===== src/rtl/core/slt_pkg.sv =====
// slt_pkg: shared types, codes and default sizes for the sorted list table.
// Used by slt_cell and sorted_list_table_core; depends on nothing else.
package slt_pkg;

  localparam int CAPACITY_DEFAULT   = 16;
  localparam int VALUE_BITS_DEFAULT = 16;

  // request operation codes
  localparam logic [2:0] OP_INSERT     = 3'd0;
  localparam logic [2:0] OP_REMOVE     = 3'd1;
  localparam logic [2:0] OP_REMOVE_MIN = 3'd2;
  localparam logic [2:0] OP_REMOVE_MAX = 3'd3;
  localparam logic [2:0] OP_UPDATE     = 3'd4;

  // response status codes
  localparam logic [2:0] STATUS_OK        = 3'd0;
  localparam logic [2:0] STATUS_EMPTY     = 3'd1;
  localparam logic [2:0] STATUS_NOT_FOUND = 3'd2;
  localparam logic [2:0] STATUS_FULL      = 3'd3;
  localparam logic [2:0] STATUS_RANGE     = 3'd4;

  typedef struct packed {
    logic [2:0]  operation;
    logic [15:0] value;
    logic [3:0]  position;
  } slt_req_t;

  typedef struct packed {
    logic [2:0]  status;
    logic [4:0]  entry_count;
    logic [15:0] smallest;
    logic [15:0] largest;
  } slt_rsp_t;

  // what every cell of the chain does on a clock edge
  typedef enum logic [1:0] {
    CELL_HOLD,
    CELL_INSERT,
    CELL_SHIFT_GE,
    CELL_SHIFT_FROM
  } cell_kind_t;

  typedef enum logic [2:0] {
    ST_IDLE,
    ST_CMP,
    ST_APPLY,
    ST_INSERT,
    ST_DONE
  } state_t;

endpackage


===== src/rtl/core/sorted_list_table_core.sv =====
// sorted_list_table_core: sorted table built as a chain of slt_cell slots
// with a small sequencer. Depends on slt_pkg and slt_cell.
//
//  channel | direction | handshake            | payload
//  --------+-----------+----------------------+---------------------
//  req     | in        | req_valid/req_ready  | slt_pkg::slt_req_t
//  rsp     | out       | rsp_valid/rsp_ready  | slt_pkg::slt_rsp_t
//
// A transaction passes through CMP, APPLY and DONE, and rsp_valid is set from DONE
// (update adds INSERT after APPLY, as it runs a delete pass and then an insert pass
// through the chain); a new request is taken only back in IDLE, so the table never
// works on two at once. The work lies in the compare pass, where the cell match
// flags are combined, followed by the shift pass over all cells.
// Synchronous reset empties the table at once; cells need no clearing.
// A response waiting on rsp_ready blocks a new request until it is taken.
module sorted_list_table_core #(
  parameter int CAPACITY   = slt_pkg::CAPACITY_DEFAULT,
  parameter int VALUE_BITS = slt_pkg::VALUE_BITS_DEFAULT
) (
  input  logic              clk,
  input  logic              rst,
  input  logic              req_valid,
  output logic              req_ready,
  input  slt_pkg::slt_req_t req,
  output logic              rsp_valid,
  input  logic              rsp_ready,
  output slt_pkg::slt_rsp_t rsp
);

  localparam int STORE_BITS = (VALUE_BITS < 16) ? VALUE_BITS : 16;
  localparam int CNT_BITS   = $clog2(CAPACITY + 1);
  localparam int CMP_BITS   = (CNT_BITS > 4) ? CNT_BITS : 4;

  slt_pkg::state_t     state, state_next;
  slt_pkg::slt_req_t   req_q;
  logic [2:0]          status_q, status_next;
  slt_pkg::cell_kind_t plan_kind, plan_kind_next;
  logic                plan_down, plan_down_next;
  logic                plan_reinsert, plan_reinsert_next;
  logic [CNT_BITS-1:0] cnt;

  slt_pkg::cell_kind_t cell_kind;
  logic                cnt_up, cnt_down, load_rsp;
  logic [STORE_BITS-1:0] key;
  logic [CNT_BITS-1:0]   from;

  logic [STORE_BITS-1:0] value_w [CAPACITY];
  logic [STORE_BITS-1:0] last_w  [CAPACITY];
  logic [CAPACITY-1:0]   keep_w, eq_w;

  logic                  found, full, empty;
  logic [STORE_BITS-1:0] largest_w;

  assign key   = req_q.value[STORE_BITS-1:0];
  assign full  = cnt == CNT_BITS'(CAPACITY);
  assign empty = cnt == '0;
  assign found = |eq_w;

  always_comb begin
    from = '0;
    if (req_q.operation == slt_pkg::OP_UPDATE) begin
      from = CNT_BITS'(req_q.position);
    end
  end

  for (genvar i = 0; i < CAPACITY; i++) begin : g_cell
    logic [STORE_BITS-1:0] left_value, right_value;
    logic                  left_keep;
    if (i == 0) begin : g_first
      assign left_value = '0;
      assign left_keep  = 1'b1;
    end else begin : g_mid
      assign left_value = value_w[i-1];
      assign left_keep  = keep_w[i-1];
    end
    if (i == CAPACITY - 1) begin : g_last
      assign right_value = value_w[i];
    end else begin : g_inner
      assign right_value = value_w[i+1];
    end
    slt_cell #(
      .INDEX      (i),
      .STORE_BITS (STORE_BITS),
      .CNT_BITS   (CNT_BITS)
    ) u_cell (
      .clk         (clk),
      .kind        (cell_kind),
      .key         (key),
      .from        (from),
      .count       (cnt),
      .left_value  (left_value),
      .left_keep   (left_keep),
      .right_value (right_value),
      .value       (value_w[i]),
      .keep        (keep_w[i]),
      .eq          (eq_w[i]),
      .last_value  (last_w[i])
    );
  end

  // only the last valid cell drives a nonzero value here
  always_comb begin
    largest_w = '0;
    for (int i = 0; i < CAPACITY; i++) begin
      largest_w = largest_w | last_w[i];
    end
  end

  // decide status and the chain action from the compare pass
  always_comb begin
    status_next        = slt_pkg::STATUS_OK;
    plan_kind_next     = slt_pkg::CELL_HOLD;
    plan_down_next     = 1'b0;
    plan_reinsert_next = 1'b0;
    case (req_q.operation)
      slt_pkg::OP_INSERT: begin
        if (full) begin
          status_next = slt_pkg::STATUS_FULL;
        end else begin
          plan_kind_next = slt_pkg::CELL_INSERT;
        end
      end
      slt_pkg::OP_REMOVE: begin
        if (empty) begin
          status_next = slt_pkg::STATUS_EMPTY;
        end else if (!found) begin
          status_next = slt_pkg::STATUS_NOT_FOUND;
        end else begin
          plan_kind_next = slt_pkg::CELL_SHIFT_GE;
          plan_down_next = 1'b1;
        end
      end
      slt_pkg::OP_REMOVE_MIN: begin
        if (empty) begin
          status_next = slt_pkg::STATUS_EMPTY;
        end else begin
          plan_kind_next = slt_pkg::CELL_SHIFT_FROM;
          plan_down_next = 1'b1;
        end
      end
      slt_pkg::OP_REMOVE_MAX: begin
        if (empty) begin
          status_next = slt_pkg::STATUS_EMPTY;
        end else begin
          plan_down_next = 1'b1;
        end
      end
      slt_pkg::OP_UPDATE: begin
        if (empty) begin
          status_next = slt_pkg::STATUS_EMPTY;
        end else if (CMP_BITS'(req_q.position) >= CMP_BITS'(cnt)) begin
          status_next = slt_pkg::STATUS_RANGE;
        end else begin
          plan_kind_next     = slt_pkg::CELL_SHIFT_FROM;
          plan_down_next     = 1'b1;
          plan_reinsert_next = 1'b1;
        end
      end
      default: status_next = slt_pkg::STATUS_OK;
    endcase
  end

  // next state
  always_comb begin
    state_next = state;
    unique case (state)
      slt_pkg::ST_IDLE:   if (req_valid && req_ready) state_next = slt_pkg::ST_CMP;
      slt_pkg::ST_CMP:    state_next = slt_pkg::ST_APPLY;
      slt_pkg::ST_APPLY:  state_next = plan_reinsert ? slt_pkg::ST_INSERT : slt_pkg::ST_DONE;
      slt_pkg::ST_INSERT: state_next = slt_pkg::ST_DONE;
      slt_pkg::ST_DONE:   state_next = slt_pkg::ST_IDLE;
      default:            state_next = slt_pkg::ST_IDLE;
    endcase
  end

  // state outputs
  always_comb begin
    req_ready = 1'b0;
    cell_kind = slt_pkg::CELL_HOLD;
    cnt_up    = 1'b0;
    cnt_down  = 1'b0;
    load_rsp  = 1'b0;
    unique case (state)
      slt_pkg::ST_IDLE: req_ready = !rsp_valid || rsp_ready;
      slt_pkg::ST_CMP: begin
      end
      slt_pkg::ST_APPLY: begin
        cell_kind = plan_kind;
        cnt_up    = plan_kind == slt_pkg::CELL_INSERT;
        cnt_down  = plan_down;
      end
      slt_pkg::ST_INSERT: begin
        cell_kind = slt_pkg::CELL_INSERT;
        cnt_up    = 1'b1;
      end
      slt_pkg::ST_DONE: load_rsp = 1'b1;
      default: begin
      end
    endcase
  end

  always_ff @(posedge clk) begin
    if (rst) begin
      state     <= slt_pkg::ST_IDLE;
      cnt       <= '0;
      rsp_valid <= 1'b0;
    end else begin
      state <= state_next;
      if (cnt_up) begin
        cnt <= cnt + CNT_BITS'(1);
      end else if (cnt_down) begin
        cnt <= cnt - CNT_BITS'(1);
      end
      if (load_rsp) begin
        rsp_valid <= 1'b1;
      end else if (rsp_ready) begin
        rsp_valid <= 1'b0;
      end
    end
  end

  always_ff @(posedge clk) begin
    if (req_valid && req_ready) begin
      req_q <= req;
    end
    if (state == slt_pkg::ST_CMP) begin
      status_q      <= status_next;
      plan_kind     <= plan_kind_next;
      plan_down     <= plan_down_next;
      plan_reinsert <= plan_reinsert_next;
    end
    if (load_rsp) begin
      rsp.status      <= status_q;
      rsp.entry_count <= 5'(cnt);
      rsp.smallest    <= empty ? 16'd0 : 16'(value_w[0]);
      rsp.largest     <= 16'(largest_w);
    end
  end

  // adjacent held entries in ascending order
  logic [CAPACITY-1:0] order_ok;
  always_comb begin
    order_ok = '1;
    for (int i = 0; i + 1 < CAPACITY; i++) begin
      order_ok[i] = (CNT_BITS'(i + 1) >= cnt) || (value_w[i] <= value_w[i+1]);
    end
  end

  a_sorted: assert property (@(posedge clk) disable iff (rst)
    state == slt_pkg::ST_IDLE |-> &order_ok)
    else $error("table entries out of order");

  a_rsp_free: assert property (@(posedge clk) disable iff (rst)
    state == slt_pkg::ST_DONE |-> !rsp_valid)
    else $error("response overwritten before it was taken");

  a_cnt_range: assert property (@(posedge clk) disable iff (rst)
    state == slt_pkg::ST_IDLE |-> cnt <= CNT_BITS'(CAPACITY))
    else $error("entry count above capacity");

  a_cnt_step: assert property (@(posedge clk) disable iff (rst)
    !$past(rst) && cnt != $past(cnt) |->
      ($past(state) == slt_pkg::ST_APPLY || $past(state) == slt_pkg::ST_INSERT))
    else $error("entry count changed outside an update pass");

  a_rsp_source: assert property (@(posedge clk) disable iff (rst)
    !$past(rst) && $rose(rsp_valid) |-> $past(state) == slt_pkg::ST_DONE)
    else $error("response raised without a finished transaction");

endmodule


===== src/rtl/core/slt_cell.sv =====
// slt_cell: one slot of the sorted chain, holding a single entry.
// Talks to its left and right neighbors; uses slt_pkg for the command kind.
module slt_cell #(
  parameter int INDEX      = 0,
  parameter int STORE_BITS = 16,
  parameter int CNT_BITS   = 5
) (
  input  logic                    clk,
  input  slt_pkg::cell_kind_t     kind,
  input  logic [STORE_BITS-1:0]   key,
  input  logic [CNT_BITS-1:0]     from,
  input  logic [CNT_BITS-1:0]     count,
  input  logic [STORE_BITS-1:0]   left_value,
  input  logic                    left_keep,
  input  logic [STORE_BITS-1:0]   right_value,
  output logic [STORE_BITS-1:0]   value,
  output logic                    keep,
  output logic                    eq,
  output logic [STORE_BITS-1:0]   last_value
);

  localparam logic [CNT_BITS-1:0] MY_INDEX = CNT_BITS'(INDEX);
  localparam logic [CNT_BITS-1:0] MY_NEXT  = CNT_BITS'(INDEX + 1);

  logic valid;
  logic [STORE_BITS-1:0] value_next;

  assign valid      = MY_INDEX < count;
  assign keep       = valid && (value <= key);
  assign eq         = valid && (value == key);
  assign last_value = (MY_NEXT == count) ? value : '0;

  always_comb begin
    value_next = value;
    case (kind)
      slt_pkg::CELL_INSERT: begin
        // entries up to the key stay, the key lands in the first larger slot
        if (!keep) begin
          value_next = left_keep ? key : left_value;
        end
      end
      slt_pkg::CELL_SHIFT_GE: begin
        if (valid && (value >= key)) begin
          value_next = right_value;
        end
      end
      slt_pkg::CELL_SHIFT_FROM: begin
        if (MY_INDEX >= from) begin
          value_next = right_value;
        end
      end
      default: value_next = value;
    endcase
  end

  always_ff @(posedge clk) begin
    value <= value_next;
  end

endmodule

===== config.mk =====
export PLATFORM = sky130hd
export DESIGN_NAME = sorted_list_table_core
export DESIGN_NICKNAME = d
export VERILOG_FILES = /design/src/rtl/core/slt_pkg.sv /design/src/rtl/core/sorted_list_table_core.sv /design/src/rtl/core/slt_cell.sv
export SDC_FILE = /design/constraint.sdc
export NUM_CORES = 1
export LEC_CHECK = 0
export ABC_AREA = 0
export BUFFER_PORTS_ARGS = -buffer_cell sky130_fd_sc_hd__buf_2
export CAP_MARGIN = 30
export CORE_ASPECT_RATIO = 1.75
export CORE_MARGIN = 3
export CORE_UTILIZATION = 40
export CTS_CLUSTER_DIAMETER = 50
export CTS_CLUSTER_SIZE = 10
export DETAILED_ROUTE_END_ITERATION = 8
export PLACE_DENSITY = 0.56
export SLEW_MARGIN = 20
export SYNTH_ARGS = -nofsm -noshare
export SYNTH_HDL_FRONTEND = slang
export SYNTH_HIERARCHICAL = 1
export SYNTH_SLANG_ARGS = --single-unit
export TNS_END_PERCENT = 20

===== constraint.sdc =====
create_clock -name clk -period 5.2 [get_ports clk]
set_input_delay 1.56 -clock clk [delete_from_list [all_inputs] [get_ports clk]]
set_output_delay 1.56 -clock clk [all_outputs]
set_load 0.05 [all_outputs]

Word-level counts from Yosys, hierarchy flattened
Cells that the tools add are included.
{ "word_totals": {"regBits": 335, "input_bits": 27, "output_inout_bits": 42} }
{ "classes": {"addsub": 2, "n_lt_le_gt_ge": 63, "eq_ne": 91, "n_mux": 124, "bitwise": 16, "reduce_logical": 74} }
{ "op_table": {"columns": ["cell", "n"], "rows": [
  ["$mux W16", 76],
  ["$pmux W16 S3", 15],
  ["$eq A16 B16 Y1", 16],
  ["$le A16 B16 Y1", 16],
  ["$ge A16 B16 Y1", 15],
  ["$or A16 B16 Y16", 15],
  ["$ne A2 B1 Y1 const B", 30],
  ["$reduce_and A4 Y1", 15],
  ["$logic_and A1 B1 Y1", 48],
  ["$eq A4 B5 Y1 const A", 8],
  ["$lt A4 B5 Y1 const A", 8],
  ["$ne A2 B2 Y1 const B", 16],
  ["$ge A4 B4 Y1 const A", 7],
  ["$pmux W3 S4", 2],
  ["$eq A3 B5 Y1 const A", 4],
  ["$lt A3 B5 Y1 const A", 4],
  ["$ge A3 B4 Y1 const A", 4],
  ["$mux W2", 8],
  ["$reduce_or A16 Y1", 1],
  ["$eq A3 B2 Y1 const B", 4],
  ["$mux W1", 12],
  ["$mux W3", 4],
  ["$eq A2 B5 Y1 const A", 2],
  ["$lt A1 B5 Y1 const A", 2],
  ["other kinds (28)", 38]
]} }

Logic depth before layout (Yosys ltp)
Gate-level depths: netlist of run 1.
{ "depth": {"depth_word": 17, "ltp_mapped": 11} }

Cells and area by module
The synthesis of run 1 kept the hierarchy.
{ "modules_own_cells": {"columns": ["mod", "n_inst", "cells_per_inst", "area_per_inst_um2", "seq_area_each_um2"], "rows": [
  ["sorted_list_table_core", 1, 281, 3637.2, 2282.2],
  ["slt_cell (g_cell[13].u_cell ...)", 2, 162, 1483.9, 480.5],
  ["slt_cell (g_cell[0].u_cell)", 1, 163, 1493.9, 480.5],
  ["slt_cell (g_cell[10].u_cell)", 1, 165, 1493.9, 480.5],
  ["slt_cell (g_cell[8].u_cell)", 1, 168, 1493.9, 480.5],
  ["slt_cell (g_cell[3].u_cell)", 1, 163, 1485.2, 480.5],
  ["slt_cell (g_cell[12].u_cell)", 1, 163, 1483.9, 480.5],
  ["slt_cell (g_cell[11].u_cell)", 1, 162, 1468.9, 480.5],
  ["slt_cell (g_cell[9].u_cell)", 1, 164, 1468.9, 480.5],
  ["slt_cell (g_cell[15].u_cell)", 1, 160, 1467.7, 480.5],
  ["slt_cell (g_cell[4].u_cell)", 1, 165, 1466.4, 480.5],
  ["slt_cell (g_cell[1].u_cell)", 1, 163, 1463.9, 480.5],
  ["slt_cell (g_cell[7].u_cell)", 1, 161, 1463.9, 480.5],
  ["slt_cell (g_cell[6].u_cell)", 1, 162, 1460.2, 480.5],
  ["2 more rows", null, null, null, null]
]} }

Worst setup path before layout of run 1
Ideal clock, no wire load.
{ "synth_path": {"kind": "register to register", "startpoint": "register state[0]", "endpoint": "register g_cell[4].u_cell.value[0], enable pin", "setup_time_ps": 416, "arrival_time_ps": 4466, "required_ps": 4784, "slack_ps": 319, "stages_incl_launch_ff": 10, "n_path_buf": 1, "synth_period_minus_slack_ps": 4881, "path_cell_list": "dfxtp_1 -> clkbuf_1 -> nor2_1 -> nor2_1 -> inv_1 -> ha_1 -> nor2_1 -> a31oi_1 -> a21o_1 -> o32ai_1"} }
{ "synth_via": {"elab_chain_len": 5} }
{ "synth_rtl": {"columns": ["element", "line_no", "source"], "rows": [
  ["start: declaration", "sorted_list_table_core.sv:34", "slt_pkg::state_t state, state_next;"],
  ["start signal: assignment", "sorted_list_table_core.sv:204", "state <= slt_pkg::ST_IDLE;"],
  ["start signal: assignment", "sorted_list_table_core.sv:208", "state <= state_next;"],
  ["$eq A3 B2 Y1", "sorted_list_table_core.sv:183", "unique case (state)"],
  ["$pmux W2 S2 *", "sorted_list_table_core.sv:183", null],
  ["net cell_kind[0]", "sorted_list_table_core.sv:42", "slt_pkg::cell_kind_t cell_kind;"],
  ["$eq A2 B2 Y1 / $eq A2 B1 Y1 (equally long branches)", "slt_cell.sv:35", "case (kind)"],
  ["$ne A2 B1 Y1 (no source line), or another cell as far along", null, null],
  ["$reduce_and A4 Y1 (no source line) *", null, null],
  ["end signal: assignment", "slt_cell.sv:57", "value <= value_next;"],
  ["end: declaration", "slt_cell.sv:16", "output logic [STORE_BITS-1:0] value,"]
]} }
The timed path passes the listed nets; every way through them passes the cells marked *.
A chain may end at the register's enable or synchronous reset.

Worst setup path in the final report of run 1
{ "layout_path": {"startpoint": "register req_q, in the netlist key[7]", "endpoint": "register status_q[1], data pin"} }
{ "layout_via": {"elab_chain_len": 6} }
{ "layout_rtl": {"columns": ["element", "line_no", "source"], "rows": [
  ["start: declaration", "sorted_list_table_core.sv:35", "slt_pkg::slt_req_t req_q;"],
  ["start signal: assignment", "sorted_list_table_core.sv:224", "req_q <= req;"],
  ["$eq A16 B16 Y1", "slt_cell.sv:30", "assign eq = valid && (value == key);"],
  ["$logic_and A1 B1 Y1", "slt_cell.sv:30", null],
  ["net eq_w[8]", "sorted_list_table_core.sv:49", "logic [CAPACITY-1:0] keep_w, eq_w;"],
  ["$reduce_or A16 Y1", "sorted_list_table_core.sv:57", "assign found = |eq_w;"],
  ["$mux W2", "sorted_list_table_core.sv:126", "end else if (!found) begin"],
  ["$mux W2", "sorted_list_table_core.sv:124", "if (empty) begin"],
  ["$pmux W3 S4", "sorted_list_table_core.sv:115", "case (req_q.operation)"],
  ["net status_next[1]", "sorted_list_table_core.sv:36", "logic [2:0] status_q, status_next;"],
  ["end signal: assignment", "sorted_list_table_core.sv:227", "status_q <= status_next;"],
  ["end: declaration", "sorted_list_table_core.sv:36", null]
]} }
The timed path passes the listed nets, and every way through them passes these cells.

==> metrics, run 1 <==
FMAX=between 200 and 250 MHz; slowest stage delay, CP=1.00 ns; io pins=69; met1 Usage GRT=0.2962; Critical R2R Capture=status_q[1]$_DFFE_PP_; r2r setup slk=0.97 ns; First DRT Iteration DRCs=roughly 1.7k; RSZ-0062 raised after global routing=no; clock transition at the registers of the reported paths=0.06 ns; die area=between 0.07 and 0.08 mm2; initial core utilization=0.4070; post-CTS sizing=0; GRT Max-Usage Layer=met2; Hold Buf Count CTS=0; fin cells=3926; GRT Util Overall=0.3035; Crit-path slowest cell=edfxtp_1; Lkg Pwr=approximately 12 nW; CTS buffer count=43; DRC=0; vias in the first global route=between 20k and 25k; Setup crit start kind=flop; Tcrit/Tclk final=0.8138; detailed-route wire length per cell=28.10 um; Req. time, crit path=5.62 ns; CTS H-tree depth=2; nets@finish=3353; reg-to-reg critical path startpoint=key[7]$_DFFE_PP_; die height=between 300 and 400 um; area growth from synthesis to layout=12.68%; min-delay src=status_q[0]$_DFFE_PP_; Final Hold Viols=0; Vias/cell=5.934; Setup TNS Final=0 ns; row count=between 100 and 150; critical path type=reg2reg; CP delay by family, top=simple AND/OR/NAND/NOR gates; status=complete, no violations; Final setup viols=0; post-route ant nets=0; share of layout cells above drive strength 1=0.1166; Cell Pwr Density=about 280 mW/mm2; post-DP HPWL=between 80000 and 90000 um; commonest non-fill, non-tap cell in the layout=nand2_1; CTS tree=done; Max-Cap Viols=0; GRT met3 Usage=0.04324; Worst Path Buf+Inv=2; first-pass GRT wire length=between 150000 and 200000 um; # clock sinks=approximately 340; CP Data Arrival Time=approximately 4.7 ns; routed wire length=between 100000 and 150000 um; post-synthesis cell count=roughly 2.9k; CP Cell Sequence=buf_4 > inv_1 > ha_1 > nand2_1 > nor4_2 > and4_4 > nor2b_1 > nor4_1 > nand4_1 > a21oi_1 > nor4b_1; Final Slew Violations=0; crit path max fanout=14; CORE AREA=between 0.06 and 0.07 mm2; total power draw=between 0.008 and 0.009 W; min-delay worst type=reg2reg; Slew headroom=0.2523; Clock Tree Root=clkbuf_16; initial antenna violation count=0; Die W=203.1 um; Via Count=approximately 23k; fin crit period=4.232 ns; Mean Syn Cell Area=roughly 9.4 um2; Clock Path Buffers=3; M2 GR Usage=0.5468; Max rail drop VDD=between 0.2 and 0.25 mV; Yosys warnings=6; port buffer count=68; FF-to-FF path depth=11; DP Cell Count=~3.9k; Hold Path Stages=0; routability-driven placement congestion ratio=0.9589; gr ovfl total=0; TritonRoute pass-1 iters=7; most frequent cells in the layout=nand2_1 (335), edfxtp_1 (326), inv_1 (325); Min-Delay Endpoint=rsp[37]$_DFFE_PP_; Worst setup EP type=flop; largest net degree at the start of global routing=42; Clk Latency, worst-skew pair=0.63 ns; Worst Tran Pin Value=roughly 1.1 ns; Crit. path cell count=11; Syn Std Cell Area=approximately 0.027 mm2; Clock Skew=approximately 0.037 ns; setup bufs post-CTS=0; # diodes=0
per-layer routing:
layer / up-vias / wire length [um]
met3: 504 / 5887
met1: 11190 / 36270
met4: 0 / 13160
met5: - / 0
li1: 10540 / -
met2: 1064 / 54980
per-stage QoR:
stage | utilization | setup slack (ns) | instance area [um2] | hold WS (ns)
4_1_cts | 0.4573 | 1.038 | 30540 | 0.4352
2_1_floorplan | - | 0.3186 | 27300 | 0.4003
5_1_grt | 0.4586 | 0.9416 | 30630 | 0.4493
6_report | 0.4586 | 0.9680 | 30630 | 0.4280
3_3_place_gp | 0.4349 | 1.004 | 29050 | 0.4201
3_5_place_dp | 0.4379 | 1.104 | 29240 | 0.4184
flip-flops by register name (all words and copies together) (netlist names):
signal,cells
plan_reinsert,1
rsp_valid,1
key,16
req_q,7
rsp,40
status_q,3
plan_kind,2
plan_down,1
state,3
g_cell.u_cell/value,256
cnt,5
worst max path at each step:
stage                                     start                                   end  slack (ns)
final                          key[7]$_DFFE_PP_                 status_q[1]$_DFFE_PP_        0.97
after global routing           key[7]$_DFFE_PP_                 status_q[1]$_DFFE_PP_        0.94
after CTS                      key[7]$_DFFE_PP_                 status_q[1]$_DFFE_PP_        1.04
after detailed placement       key[7]$_DFFE_PP_                 status_q[1]$_DFFE_PP_        1.10
after global placement         key[4]$_DFFE_PP_  g_cell[14].u_cell/value[7]$_DFFE_PP_        1.00
after floorplan           state[0]$_SDFFE_PP0P_   g_cell[4].u_cell/value[0]$_DFFE_PP_        0.32
report_power, final:
part,switching (W),internal [W],total (W)
registers,0.000339,0.00325,0.00359
logic,0.00122,0.000732,0.00195
clock network,0.00128,0.00164,0.00292
area by class of cell:
cell class | count | area [um2]
clock buffer | 54 | 1137
clock inverter | 14 | 160.2
fill | 6500 | 36160
inverter | 325 | 1220
multi-input combinational | 2138 | 15690
sequential | 335 | 9976
tap | 889 | 1112
timing repair buffer | 171 | 1328
worst register-to-register path: stages (launching register included):
cell	delay (ns)
edfxtp_1	1.00
buf_4	0.38
inv_1	0.08
ha_1	0.29
nand2_1	0.10
nor4_2	0.08
and4_4	0.20
nor2b_1	0.14
nor4_1	0.68
nand4_1	0.49
a21oi_1	0.31
nor4b_1	0.28
Power figures use the tool's default switching activity.
==> run 2, diff against run 1 <==
clock period = 3.4 ns   (was 5.2 ns; I/O delays follow)
==> run 2 against run 1 <==
  * Highest routed layer is now met5
  * First-iteration DRC count increased by 5.2%
  * Non-clock buffer count grew 162
  * Critical path type unchanged
  * Register-to-register slack worse by 0.93 ns
  * Core utilization increased by 2.7 points
==> metrics, run 2 (synthesized netlist as in run 1, its figures left out) <==
vias in the first global route=around 25k; net load switching power=between 0.004 and 0.005 W; Vias/cell=about 5.9; slowest stage delay, CP=between 0.4 and 0.5 ns; Hold Path Stages=0; Final Slew Violations=0; first-pass GRT wire length=about 170000 um; post-DP HPWL=91100 um; Final Hold Viols=0; Sw Share=0.3310; Clock Tree Root=clkbuf_16; Req. time, crit path=3.74 ns; largest net degree at the start of global routing=between 40 and 50; Critical R2R Capture=g_cell[3].u_cell/value[7]$_DFFE_PP_; GRT Util Overall=0.3208; share of total power in sequential cells=0.393; routed wire length=116800 um; port buffer count=68; Worst setup EP type=flop; CTS buffer count=45; detailed-route wire length per cell=about 28 um; logic gate share of total power=0.260; Crit-path slowest cell=nor4b_4; filler instances=about 6.3k; min-delay worst type=reg2reg; Lkg Pwr=between 10 and 15 nW; io pins=69; gr ovfl total=0; fin cells=4098; Max rail drop VDD=between 0.4 and 0.5 mV; initial antenna violation count=8; nets@finish=3517; max FFs per register=~260; crit path max fanout=17; Top reg by flops=g_cell.u_cell/value; FMAX=a little under 300 MHz; fin crit period=between 3 and 4 ns; Internal=between 0.009 and 0.01 W; Worst Tran Pin Value=0.8914 ns; Final setup viols=0; min-delay src=status_q[2]$_DFFE_PP_; Min-Delay Endpoint=rsp[39]$_DFFE_PP_; clock network power share=0.347; Tcrit/Tclk final=0.9897; commonest non-fill, non-tap cell in the layout=nand2_1; status=complete, no violations; Slew headroom=0.4051; CTS H-tree depth=2; routability-driven placement congestion ratio=1.024; Hold WS=0.4595 ns; TritonRoute pass-1 iters=5; CORE AREA=about 0.067 mm2; critical path type=reg2reg; CP Data Arrival Time=3.71 ns; area growth from synthesis to layout=19.42%; FF-to-FF path depth=11; clock transition at the registers of the reported paths=about 0.060 ns; share of layout cells above drive strength 1=0.1640; Final Cell Area=about 0.032 mm2; post-route ant nets=0; DP Cell Count=about 4k; most frequent cells in the layout=nand2_1 (335), edfxtp_1 (326), inv_1 (325); Setup crit start kind=flop; placed cell areas=approximately 0.031 mm2; Setup TNS Final=0 ns; die area=0.07124 mm2; row count=between 100 and 150; CTS tree=done; die height=around 350 um; First DRT Iteration DRCs=between 1.5k and 2k; r2r setup slk=approximately 0.035 ns; Hold Buf Count CTS=0; Via Count=24.16k; Die W=203.1 um; Max-Cap Viols=0; initial core utilization=0.4070; CP most frequent cell=buf_4; # clock sinks=335; final worst setup slack=between 0.03 and 0.04 ns; RSZ-0062 raised after global routing=no; dpl ws=-0.1224 ns; DRC=0; Cell Pwr Density=418.8 mW/mm2; Clock Skew=approximately 0.02 ns; Clock Path Buffers=3; Clk Latency, worst-skew pair=0.60 ns; reg-to-reg critical path startpoint=key[14]$_DFFE_PP_; CP Cell Sequence=buf_4 > buf_12 > inv_1 > ha_1 > nand4_2 > nor4_4 > nor4b_4 > o21bai_2 > buf_4 > mux2i_1 > o21ai_1
## run 2: worst max-delay path: cells and delay by family (launching register included)
kind / cells / cell delay, ns
adder cells (fa/ha/maj): 1 / 0.33
buffers and inverters: 4 / 0.63
multiplexers: 1 / 0.38
AO/OA/AOI/OAI: 2 / 0.32
flip-flops: 1 / 0.40
AND/OR/NAND/NOR: 3 / 1.03
## run 2: cell type report
class / instances / area (um2) / share of cell area
multi-input cells: 2138 / 15750 / 0.4852
flip-flops and latches: 335 / 9976 / 0.3073
repair buffers: 333 / 3003 / 0.09251
clock buffers: 60 / 1225 / 0.03774
inverters: 325 / 1220 / 0.03758
well taps: 889 / 1112 / 0.03427
clock inverters: 16 / 168.9 / 0.005204
diodes: 2 / 5.005 / 0.0001542
## run 2: metrics by stage
| step | util | power (W) |
|---|---|---|
| floorplan | - | 0.007277 |
| global placement | 0.4634 | 0.008791 |
| detailed placement | 0.4644 | 0.008888 |
| CTS | 0.4854 | 0.01361 |
| global route | 0.4860 | 0.01408 |
| finish | 0.4860 | 0.01359 |
## run 2: power groups by stage
stage / logic [W] / registers (W) / clock network [W]
after global placement: 0.00338 / 0.00542 / 0
after global routing: 0.00378 / 0.00536 / 0.00494
after detailed placement: 0.00347 / 0.00542 / 0
final: 0.00353 / 0.00534 / 0.00472
after CTS: 0.00348 / 0.00534 / 0.00480
after floorplan: 0.00192 / 0.00535 / 0
## run 2: layer usage
layer | wire length, um | track usage | vias up
met3 | 5992 | 0.04564 | 456
met2 | 59610 | 0.5894 | 971
met5 | 46 | 0 | -
met4 | 13490 | 0.2944 | 8
met1 | 37630 | 0.3053 | 11830
li1 | - | - | 10900
## run 2: repair_timing
item / CTS / global route
resized for setup: 2 / 3
setup endpoints to repair: 2 / 8
setup buffers: 0 / 1
pin swaps: 0 / 1
## run 2: worst max-delay path by stage
| stage | from | to |
|---|---|---|
| global route | key[9]$_DFFE_PP_ | g_cell[3].u_cell/value[7]$_DFFE_PP_ |
| detailed placement | key[11]$_DFFE_PP_ | status_q[1]$_DFFE_PP_ |
| global placement | key[11]$_DFFE_PP_ | status_q[1]$_DFFE_PP_ |
| finish | key[14]$_DFFE_PP_ | g_cell[3].u_cell/value[7]$_DFFE_PP_ |
| CTS | key[11]$_DFFE_PP_ | status_q[1]$_DFFE_PP_ |
| floorplan | rsp_ready | key[0]$_DFFE_PP_ |
